File: src/sv/rdq_pkg.sv
// rdq_pkg: shared op codes, command types and back-end state for reversible_deque.
// No dependencies.
package rdq_pkg;

  localparam int unsigned WordW = 32;
  localparam int unsigned OpW   = 3;

  localparam logic [OpW-1:0] OP_CLEAR   = 3'd0;
  localparam logic [OpW-1:0] OP_PUSH    = 3'd1;
  localparam logic [OpW-1:0] OP_REVERSE = 3'd2;
  localparam logic [OpW-1:0] OP_POP     = 3'd3;
  localparam logic [OpW-1:0] OP_DUMP    = 3'd4;

  typedef enum logic [2:0] {
    CMD_NOP,
    CMD_CLEAR,
    CMD_PUSH,
    CMD_REVERSE,
    CMD_POP,
    CMD_DUMP
  } cmd_e;

  typedef struct packed {
    cmd_e                    cmd;
    logic signed [WordW-1:0] value;
  } cmd_t;

  typedef enum logic {
    BK_RUN,
    BK_DUMP
  } bk_state_e;

endpackage

File: src/sv/rdq_front.sv
// rdq_front: accepts input requests and classifies the op code into a command.
// Depends on rdq_pkg.
module rdq_front (
  input  logic                        in_valid_i,
  output logic                        in_stall_o,
  input  logic [2:0]                  op_i,
  input  logic signed [31:0]          value_i,
  input  logic                        q_full_i,
  output logic                        q_push_o,
  output rdq_pkg::cmd_t               q_data_o
);
  import rdq_pkg::*;

  cmd_e cmd;

  always_comb begin
    case (op_i)
      OP_CLEAR:   cmd = CMD_CLEAR;
      OP_PUSH:    cmd = CMD_PUSH;
      OP_REVERSE: cmd = CMD_REVERSE;
      OP_POP:     cmd = CMD_POP;
      OP_DUMP:    cmd = CMD_DUMP;
      default:    cmd = CMD_NOP;
    endcase
  end

  assign in_stall_o     = q_full_i;
  assign q_push_o       = in_valid_i && !q_full_i;
  assign q_data_o.cmd   = cmd;
  assign q_data_o.value = value_i;

endmodule

File: src/sv/rdq_fifo.sv
// rdq_fifo: two-entry command queue between front and back.
// Depends on rdq_pkg.
module rdq_fifo (
  input  logic          clk_i,
  input  logic          rst_ni,
  input  logic          push_i,
  input  rdq_pkg::cmd_t data_i,
  output logic          full_o,
  output logic          valid_o,
  input  logic          pop_i,
  output rdq_pkg::cmd_t data_o
);
  import rdq_pkg::*;

  cmd_t       slots_q [2];
  logic       wr_ptr_q, wr_ptr_d;
  logic       rd_ptr_q, rd_ptr_d;
  logic [1:0] fill_q, fill_d;
  logic       do_push, do_pop;

  assign full_o  = fill_q == 2'd2;
  assign valid_o = fill_q != 2'd0;
  assign data_o  = slots_q[rd_ptr_q];
  assign do_push = push_i && !full_o;
  assign do_pop  = pop_i && valid_o;

  always_comb begin
    wr_ptr_d = do_push ? !wr_ptr_q : wr_ptr_q;
    rd_ptr_d = do_pop ? !rd_ptr_q : rd_ptr_q;
    fill_d   = fill_q + {1'b0, do_push} - {1'b0, do_pop};
  end

  always_ff @(posedge clk_i or negedge rst_ni) begin
    if (!rst_ni) begin
      wr_ptr_q <= 1'b0;
      rd_ptr_q <= 1'b0;
      fill_q   <= 2'd0;
    end else begin
      wr_ptr_q <= wr_ptr_d;
      rd_ptr_q <= rd_ptr_d;
      fill_q   <= fill_d;
    end
  end

  always_ff @(posedge clk_i) begin
    if (do_push) begin
      slots_q[wr_ptr_q] <= data_i;
    end
  end

endmodule

File: src/sv/rdq_back.sv
// rdq_back: executes commands against the circular store, sequences dumps and
// holds the result register. Depends on rdq_pkg.
module rdq_back #(
  parameter int unsigned DEPTH = 64
) (
  input  logic               clk_i,
  input  logic               rst_ni,
  input  logic               cmd_valid_i,
  input  rdq_pkg::cmd_t      cmd_i,
  output logic               cmd_pop_o,
  output logic               out_valid_o,
  input  logic               out_stall_i,
  output logic signed [31:0] element_o,
  output logic               has_element_o,
  output logic               is_empty_o,
  output logic               error_o,
  output logic               overflow_o,
  output logic               last_o
);
  import rdq_pkg::*;

  localparam int unsigned AW = (DEPTH > 1) ? $clog2(DEPTH) : 1;
  localparam int unsigned CW = $clog2(DEPTH + 1);
  localparam int unsigned SW = CW + 1;

  function automatic logic [AW-1:0] slot_of(input logic [AW-1:0] base,
                                            input logic [CW-1:0] off);
    logic [SW-1:0] sum;
    sum = SW'(base) + SW'(off);
    if (sum >= SW'(DEPTH)) begin
      sum = sum - SW'(DEPTH);
    end
    return sum[AW-1:0];
  endfunction

  logic [WordW-1:0] mem [DEPTH];
  logic [WordW-1:0] rd_data_q;

  bk_state_e     state_q, state_d;
  logic [AW-1:0] front_q, front_d;
  logic [CW-1:0] count_q, count_d;
  logic [CW-1:0] idx_q, idx_d;
  logic          rev_q, rev_d;
  logic          err_q, err_d;

  logic          out_valid_q;
  logic [WordW-1:0] elem_q, elem_d;
  logic          has_q, has_d;
  logic          empty_q, empty_d;
  logic          oerr_q, oerr_d;
  logic          ovf_q, ovf_d;
  logic          last_q, last_d;
  logic          out_load;

  logic          out_free, cmd_take, dump_last;
  logic          wr_en;
  logic [AW-1:0] wr_addr, rd_addr;
  logic [CW-1:0] rd_off;

  assign out_free  = !out_valid_q || !out_stall_i;
  assign cmd_take  = (state_q == BK_RUN) && cmd_valid_i && out_free;
  assign cmd_pop_o = cmd_take;
  assign dump_last = idx_q == (count_q - CW'(1));

  always_comb begin
    state_d = state_q;
    case (state_q)
      BK_RUN: begin
        if (cmd_take && cmd_i.cmd == CMD_DUMP && count_q != '0) begin
          state_d = BK_DUMP;
        end
      end
      BK_DUMP: begin
        if (out_free && dump_last) begin
          state_d = BK_RUN;
        end
      end
      default: state_d = BK_RUN;
    endcase
  end

  always_comb begin
    front_d  = front_q;
    count_d  = count_q;
    idx_d    = idx_q;
    rev_d    = rev_q;
    err_d    = err_q;
    wr_en    = 1'b0;
    out_load = 1'b0;
    elem_d   = '0;
    has_d    = 1'b0;
    empty_d  = 1'b1;
    oerr_d   = err_q;
    ovf_d    = 1'b0;
    last_d   = 1'b1;
    case (state_q)
      BK_RUN: begin
        if (cmd_take) begin
          out_load = 1'b1;
          case (cmd_i.cmd)
            CMD_CLEAR: begin
              front_d = '0;
              count_d = '0;
              rev_d   = 1'b0;
              err_d   = 1'b0;
            end
            CMD_PUSH: begin
              if (count_q == CW'(DEPTH)) begin
                ovf_d = 1'b1;
              end else begin
                wr_en   = 1'b1;
                count_d = count_q + CW'(1);
              end
            end
            CMD_REVERSE: rev_d = !rev_q;
            CMD_POP: begin
              if (count_q == '0) begin
                err_d = 1'b1;
              end else begin
                if (!rev_q) begin
                  front_d = slot_of(front_q, CW'(1));
                end
                count_d = count_q - CW'(1);
              end
            end
            CMD_DUMP: begin
              if (count_q != '0) begin
                out_load = 1'b0;
                idx_d    = '0;
              end
            end
            default: ;
          endcase
          empty_d = count_d == '0;
          oerr_d  = err_d;
        end
      end
      BK_DUMP: begin
        if (out_free) begin
          out_load = 1'b1;
          elem_d   = rd_data_q;
          has_d    = 1'b1;
          empty_d  = 1'b0;
          last_d   = dump_last;
          idx_d    = idx_q + CW'(1);
        end
      end
      default: ;
    endcase
  end

  // read address tracks the next dump index so data lands in the following cycle
  assign rd_off  = rev_q ? (count_q - CW'(1) - idx_d) : idx_d;
  assign rd_addr = slot_of(front_q, rd_off);
  assign wr_addr = slot_of(front_q, count_q);

  always_ff @(posedge clk_i) begin
    if (wr_en) begin
      mem[wr_addr] <= cmd_i.value;
    end
    rd_data_q <= mem[rd_addr];
  end

  always_ff @(posedge clk_i or negedge rst_ni) begin
    if (!rst_ni) begin
      state_q     <= BK_RUN;
      front_q     <= '0;
      count_q     <= '0;
      idx_q       <= '0;
      rev_q       <= 1'b0;
      err_q       <= 1'b0;
      out_valid_q <= 1'b0;
    end else begin
      state_q <= state_d;
      front_q <= front_d;
      count_q <= count_d;
      idx_q   <= idx_d;
      rev_q   <= rev_d;
      err_q   <= err_d;
      if (out_load) begin
        out_valid_q <= 1'b1;
      end else if (!out_stall_i) begin
        out_valid_q <= 1'b0;
      end
    end
  end

  always_ff @(posedge clk_i) begin
    if (out_load) begin
      elem_q  <= elem_d;
      has_q   <= has_d;
      empty_q <= empty_d;
      oerr_q  <= oerr_d;
      ovf_q   <= ovf_d;
      last_q  <= last_d;
    end
  end

  assign out_valid_o   = out_valid_q;
  assign element_o     = elem_q;
  assign has_element_o = has_q;
  assign is_empty_o    = empty_q;
  assign error_o       = oerr_q;
  assign overflow_o    = ovf_q;
  assign last_o        = last_q;

endmodule

File: src/sv/reversible_deque.sv
// reversible_deque: bounded deque of signed words with a direction bit.
// Depends on rdq_pkg, rdq_front, rdq_fifo, rdq_back.
//
//   channel   signals                                  dir
//   in        in_valid_i, in_stall_o, op_i, value_i    request in
//   out       out_valid_o, out_stall_i, element_o,     result out
//             has_element_o, is_empty_o, error_o,
//             overflow_o, last_o
//
// Clear, push, reverse, pop and unknown ops: one status result each from the back end.
// Dump: the store read starts first, then one result per stored element (empty: one status result).
// A two-entry command queue lets requests enter while the back end dumps.
// Reset clears pointers, count and flags; store contents stay undefined.
// A stalled result holds in the output register and stalls the back end.
module reversible_deque #(
  parameter int unsigned DEPTH = 64
) (
  input  logic               clk_i,
  input  logic               rst_ni,
  input  logic               in_valid_i,
  output logic               in_stall_o,
  input  logic [2:0]         op_i,
  input  logic signed [31:0] value_i,
  output logic               out_valid_o,
  input  logic               out_stall_i,
  output logic signed [31:0] element_o,
  output logic               has_element_o,
  output logic               is_empty_o,
  output logic               error_o,
  output logic               overflow_o,
  output logic               last_o
);
  import rdq_pkg::*;

  cmd_t q_in, q_out;
  logic q_push, q_full, q_valid, q_pop;

  rdq_front u_front (
    .in_valid_i (in_valid_i),
    .in_stall_o (in_stall_o),
    .op_i       (op_i),
    .value_i    (value_i),
    .q_full_i   (q_full),
    .q_push_o   (q_push),
    .q_data_o   (q_in)
  );

  rdq_fifo u_fifo (
    .clk_i   (clk_i),
    .rst_ni  (rst_ni),
    .push_i  (q_push),
    .data_i  (q_in),
    .full_o  (q_full),
    .valid_o (q_valid),
    .pop_i   (q_pop),
    .data_o  (q_out)
  );

  rdq_back #(
    .DEPTH (DEPTH)
  ) u_back (
    .clk_i         (clk_i),
    .rst_ni        (rst_ni),
    .cmd_valid_i   (q_valid),
    .cmd_i         (q_out),
    .cmd_pop_o     (q_pop),
    .out_valid_o   (out_valid_o),
    .out_stall_i   (out_stall_i),
    .element_o     (element_o),
    .has_element_o (has_element_o),
    .is_empty_o    (is_empty_o),
    .error_o       (error_o),
    .overflow_o    (overflow_o),
    .last_o        (last_o)
  );

endmodule

File: config.mk
export PLATFORM = sky130hd
export DESIGN_NAME = reversible_deque
export DESIGN_NICKNAME = d
export VERILOG_FILES = /design/src/sv/rdq_pkg.sv /design/src/sv/rdq_front.sv /design/src/sv/rdq_fifo.sv /design/src/sv/rdq_back.sv /design/src/sv/reversible_deque.sv
export SDC_FILE = /design/constraint.sdc
export NUM_CORES = 2
export LEC_CHECK = 0
export BUFFER_PORTS_ARGS = -buffer_cell sky130_fd_sc_hd__buf_2
export CAP_MARGIN = 20
export CORE_UTILIZATION = 63
export DETAILED_ROUTE_END_ITERATION = 10
export PLACE_DENSITY = 0.86
export SLEW_MARGIN = 0
export SYNTH_ARGS = -nofsm -noshare
export SYNTH_HDL_FRONTEND = slang
export SYNTH_HIERARCHICAL = 1
export SYNTH_SLANG_ARGS = --single-unit
File: constraint.sdc
create_clock -name clk_i -period 8.3 [get_ports clk_i]
set_input_delay 0.415 -clock clk_i [delete_from_list [all_inputs] [get_ports clk_i]]
set_output_delay 0.415 -clock clk_i [all_outputs]
set_load 0.03 [all_outputs]
==> metrics <==
initial antenna violation count 14; # H-tree levels 4; reg-to-reg slack, setup 1.11 ns; crit path DAT 7.85 ns; iteration-0 DRC count of the detailed router 7,858; core box area around 130,000 um^2; share of cells above drive strength 1 0.310; drt first pass iters 8; min-delay worst type in -> reg; Skew-Pair Late Insertion Delay approximately 0.84 ns; outcome finished clean; leading post-synthesis cells by cell area edfxtp_1, mux4_2, mux2i_1; Starting Density 0.637; DR DRC count 0; met1 wire length between 70 and 80 mm; Syn Nets about 3.7k; die width ~370 um; Final Max Tran Viols 0; number of port buffers 77; clock buffer depth 3; Final Hold Fails 0; synthesis-to-finish area growth 12.0%; root buf cell clkbuf_16; top_reg_cell synth edfxtp_1; final HPWL from detailed placement about 110 mm; die extent in y roughly 370 um; synth unique cells 57; Crit path largest cell delay 0.97 ns; WP buf/inv 3; post-route setup TNS 0 ns; Via density 7.58; Vias between 40k and 50k; CTS Sinks between 2k and 2.5k; post-synthesis cell area roughly 85,000 um^2; slew of the pin with the lowest slew margin roughly 1.1 ns; Ys Warns 6; Final nets 3,882; Worst Setup Start Kind flop; Total GRT Usage 0.363; cell family with most CP delay multiplexers; Post-Syn Area per Cell between 20 and 25 um^2; CTS tree yes; Setup-failing EPs final 0; row cnt approximately 130; leading area contributor after synthesis edfxtp_1; Syn Inst Count 3,600; Post-CTS Setup Bufs 0; max-cap viol count 0; Tmin final between 7 and 8 ns; Slowest-stage cell, CP xnor3_4; total grt overflow 0; Synth top area share 0.758; WL/cell ~43 um; routed wl met2 roughly 120 mm; post-synthesis sequential area ratio 0.774; CP Class reg -> reg; Top Ports around 80; Clock Skews around 0.038 ns; Max transition margin 0.254; WL met3 between 30 and 40 mm; Clock Pin Slew Worst Setup and Hold Paths ~0.07 ns; Final GP Congestion 0.880; worst slack, placed around 1.4 ns; Synth Register Bits approximately 2.2k; largest net degree at the start of global routing 106; first-pass GRT wire length between 300 and 400 mm; vias in the first global route roughly 44k; final wirelength between 200 and 250 mm; worst path required time ~9.0 ns; PnR worst setup slack ~1.1 ns; RSZ-0062 raised after global routing no; crit share post-route 0.866; highest metal used met5; CTS Buf Count 199; post-route ant nets 0; crit end category flop; crit-path cells inv_1, ha_1, nand2b_4, or4b_1, nand2_1, nand3_1, o21ai_0, ha_1, inv_1, fa_1, mux2_2, ha_1, a21oi_1, nor2b_1, o21ai_0, nand2b_1, a21oi_1, xnor3_4, buf_4, mux2i_1, mux2i_1; EDFF count, synth roughly 2.2k; Fmax about 140 MHz; die area around 140,000 um^2; CP max FO 36; async set-or-reset flop fraction in the synthesized netlist 0.0126; CP most frequent cell ha_1
==> state kept, by name (all words and copies together) (netlist names), 2 cells and up, named ones only <==
| name | cells |
|---|---|
| u_back/front_q | 6 |
| u_back/element_o | 32 |
| u_back/idx_q | 6 |
| u_back/rd_data_q | 32 |
| u_fifo/fill_q | 2 |
| u_back/mem | 2048 |
| u_back/count_q | 7 |
| u_fifo/slots_q | 70 |
==> worst register-to-register path, stage by stage, from the launching register on <==
cell and delay [ns]:
dfrtp_1 0.53, inv_1 0.18, ha_1 0.27, nand2b_4 0.08, or4b_1 0.60, nand2_1 0.25
nand3_1 0.10, o21ai_0 0.16, ha_1 0.26, inv_1 0.07, fa_1 0.45, mux2_2 0.31
ha_1 0.27, a21oi_1 0.15, nor2b_1 0.07, o21ai_0 0.21, nand2b_1 0.10, a21oi_1 0.25
xnor3_4 0.97, buf_4 0.61, mux2i_1 0.94, mux2i_1 0.19
==> kinds of logic (layout without fill, tap and decap cells) <==
group,Yosys count,after routing,synth area share
AND/OR/NAND/NOR,243,243,0.0134
flip-flops,2215,2215,0.774
buffers and inverters,230,622,0.0127
multiplexers,774,774,0.186
adder cells (fa/ha/maj),25,25,0.00390
other,0,7,0
AO/OA/AOI/OAI,75,75,0.00541
XOR/XNOR,38,38,0.00415
==> path summary, 6_finish.rpt <==
check                             startpoint                    to  cells after the start
max in group asynchronous             rst_ni       u_fifo/rd_ptr_q                      2
min reg2reg                 u_fifo/fill_q[1]      u_fifo/fill_q[1]                      1
min                               in_valid_i       u_fifo/wr_ptr_q                      4
max reg2reg                u_back/count_q[0]  u_back/rd_data_q[12]                     21
max                        u_back/count_q[0]  u_back/rd_data_q[12]                     21
min in group asynchronous             rst_ni       u_fifo/wr_ptr_q                      2
==> layer usage <==
layer | up-vias | GRT usage
met4 | 18 | 0.209
met1 | 22300 | 0.457
met3 | 1062 | 0.0848
li1 | 15700 | -
met5 | - | 0
met2 | 4656 | 0.585
==> layout make-up <==
| cell class | instances | area (um^2) |
|---|---|---|
| Inverter | 21 | 78.8 |
| Antenna cell | 7 | 17.5 |
| Multi-Input combinational cell | 1155 | 18700 |
| Sequential cell | 2215 | 66100 |
| Clock inverter | 117 | 1180 |
| Clock buffer | 257 | 5430 |
| Timing Repair Buffer | 227 | 1880 |
| Tap cell | 1768 | 2210 |
| Fill cell | 6878 | 38400 |
==> cells in the final DEF (no fill, tap or decap), types with 4 or more instances in the layout <==
master	n
nand2_1	54
clkinvlp_4	4
mux2_4	30
clkinv_2	34
o22ai_1	6
inv_1	21
nand2b_1	6
a21o_1	4
nor3_1	7
edfxtp_1	2155
diode_2	7
clkbuf_8	15
clkinv_1	45
inv_6	6
mux2i_1	97
clkbuf_1	39
nor2_4	65
nor2_1	31
nor2b_1	5
xnor2_1	17
clkbuf_16	203
dfrtp_1	27
buf_12	22
nand3_1	15
nand4_1	4
mux2_2	7
o21a_1	4
dfxtp_1	32
buf_2	77
buf_4	91
dlygate4sd3_1	37
bufinv_16	22
o21ai_0	27
and3_1	36
xor2_1	16
a21oi_1	18
mux4_2	640
ha_1	20
==> cell usage after synthesis, types with 5 or more instances <==
library cell	n
a21oi_1	18
and3_1	37
buf_1	40
buf_4	33
buf_6	12
clkbuf_1	122
dfrtp_1	28
dfxtp_1	32
edfxtp_1	2155
ha_1	21
inv_1	21
mux2_2	7
mux2_4	30
mux2i_1	97
mux4_2	640
nand2_1	55
nand2b_1	6
nand3_1	15
nor2_1	96
nor2b_1	5
nor3_1	7
o21ai_0	27
o22ai_1	6
xnor2_1	20
xor2_1	16
==> metrics by stage <==
stage | cells | cell area (um^2) | util | hold slack [ns]
finish | 5767 | 95600 | 0.714 | 0.0941
global route | 5761 | 95600 | 0.713 | 0.109
CTS | 5754 | 95500 | 0.713 | 0.0602
detailed placement | 5343 | 88500 | 0.660 | 0.486
global placement | 5343 | 88500 | 0.660 | 0.474
floorplan | 3600 | 85300 | - | 0.119
==> timing repair <==
| item | 4_1_cts | 5_1_grt |
|---|---|---|
| resized for setup | 0 | 0 |
| endpoints found under the setup margin | 0 | 0 |
| hold buffers | 37 | 0 |
| endpoints found under the hold margin | 99 | 0 |
Power is left out: the tool's default activity adds up to more than one toggle a clock period on the data nets, which glitch-free logic cannot reach.
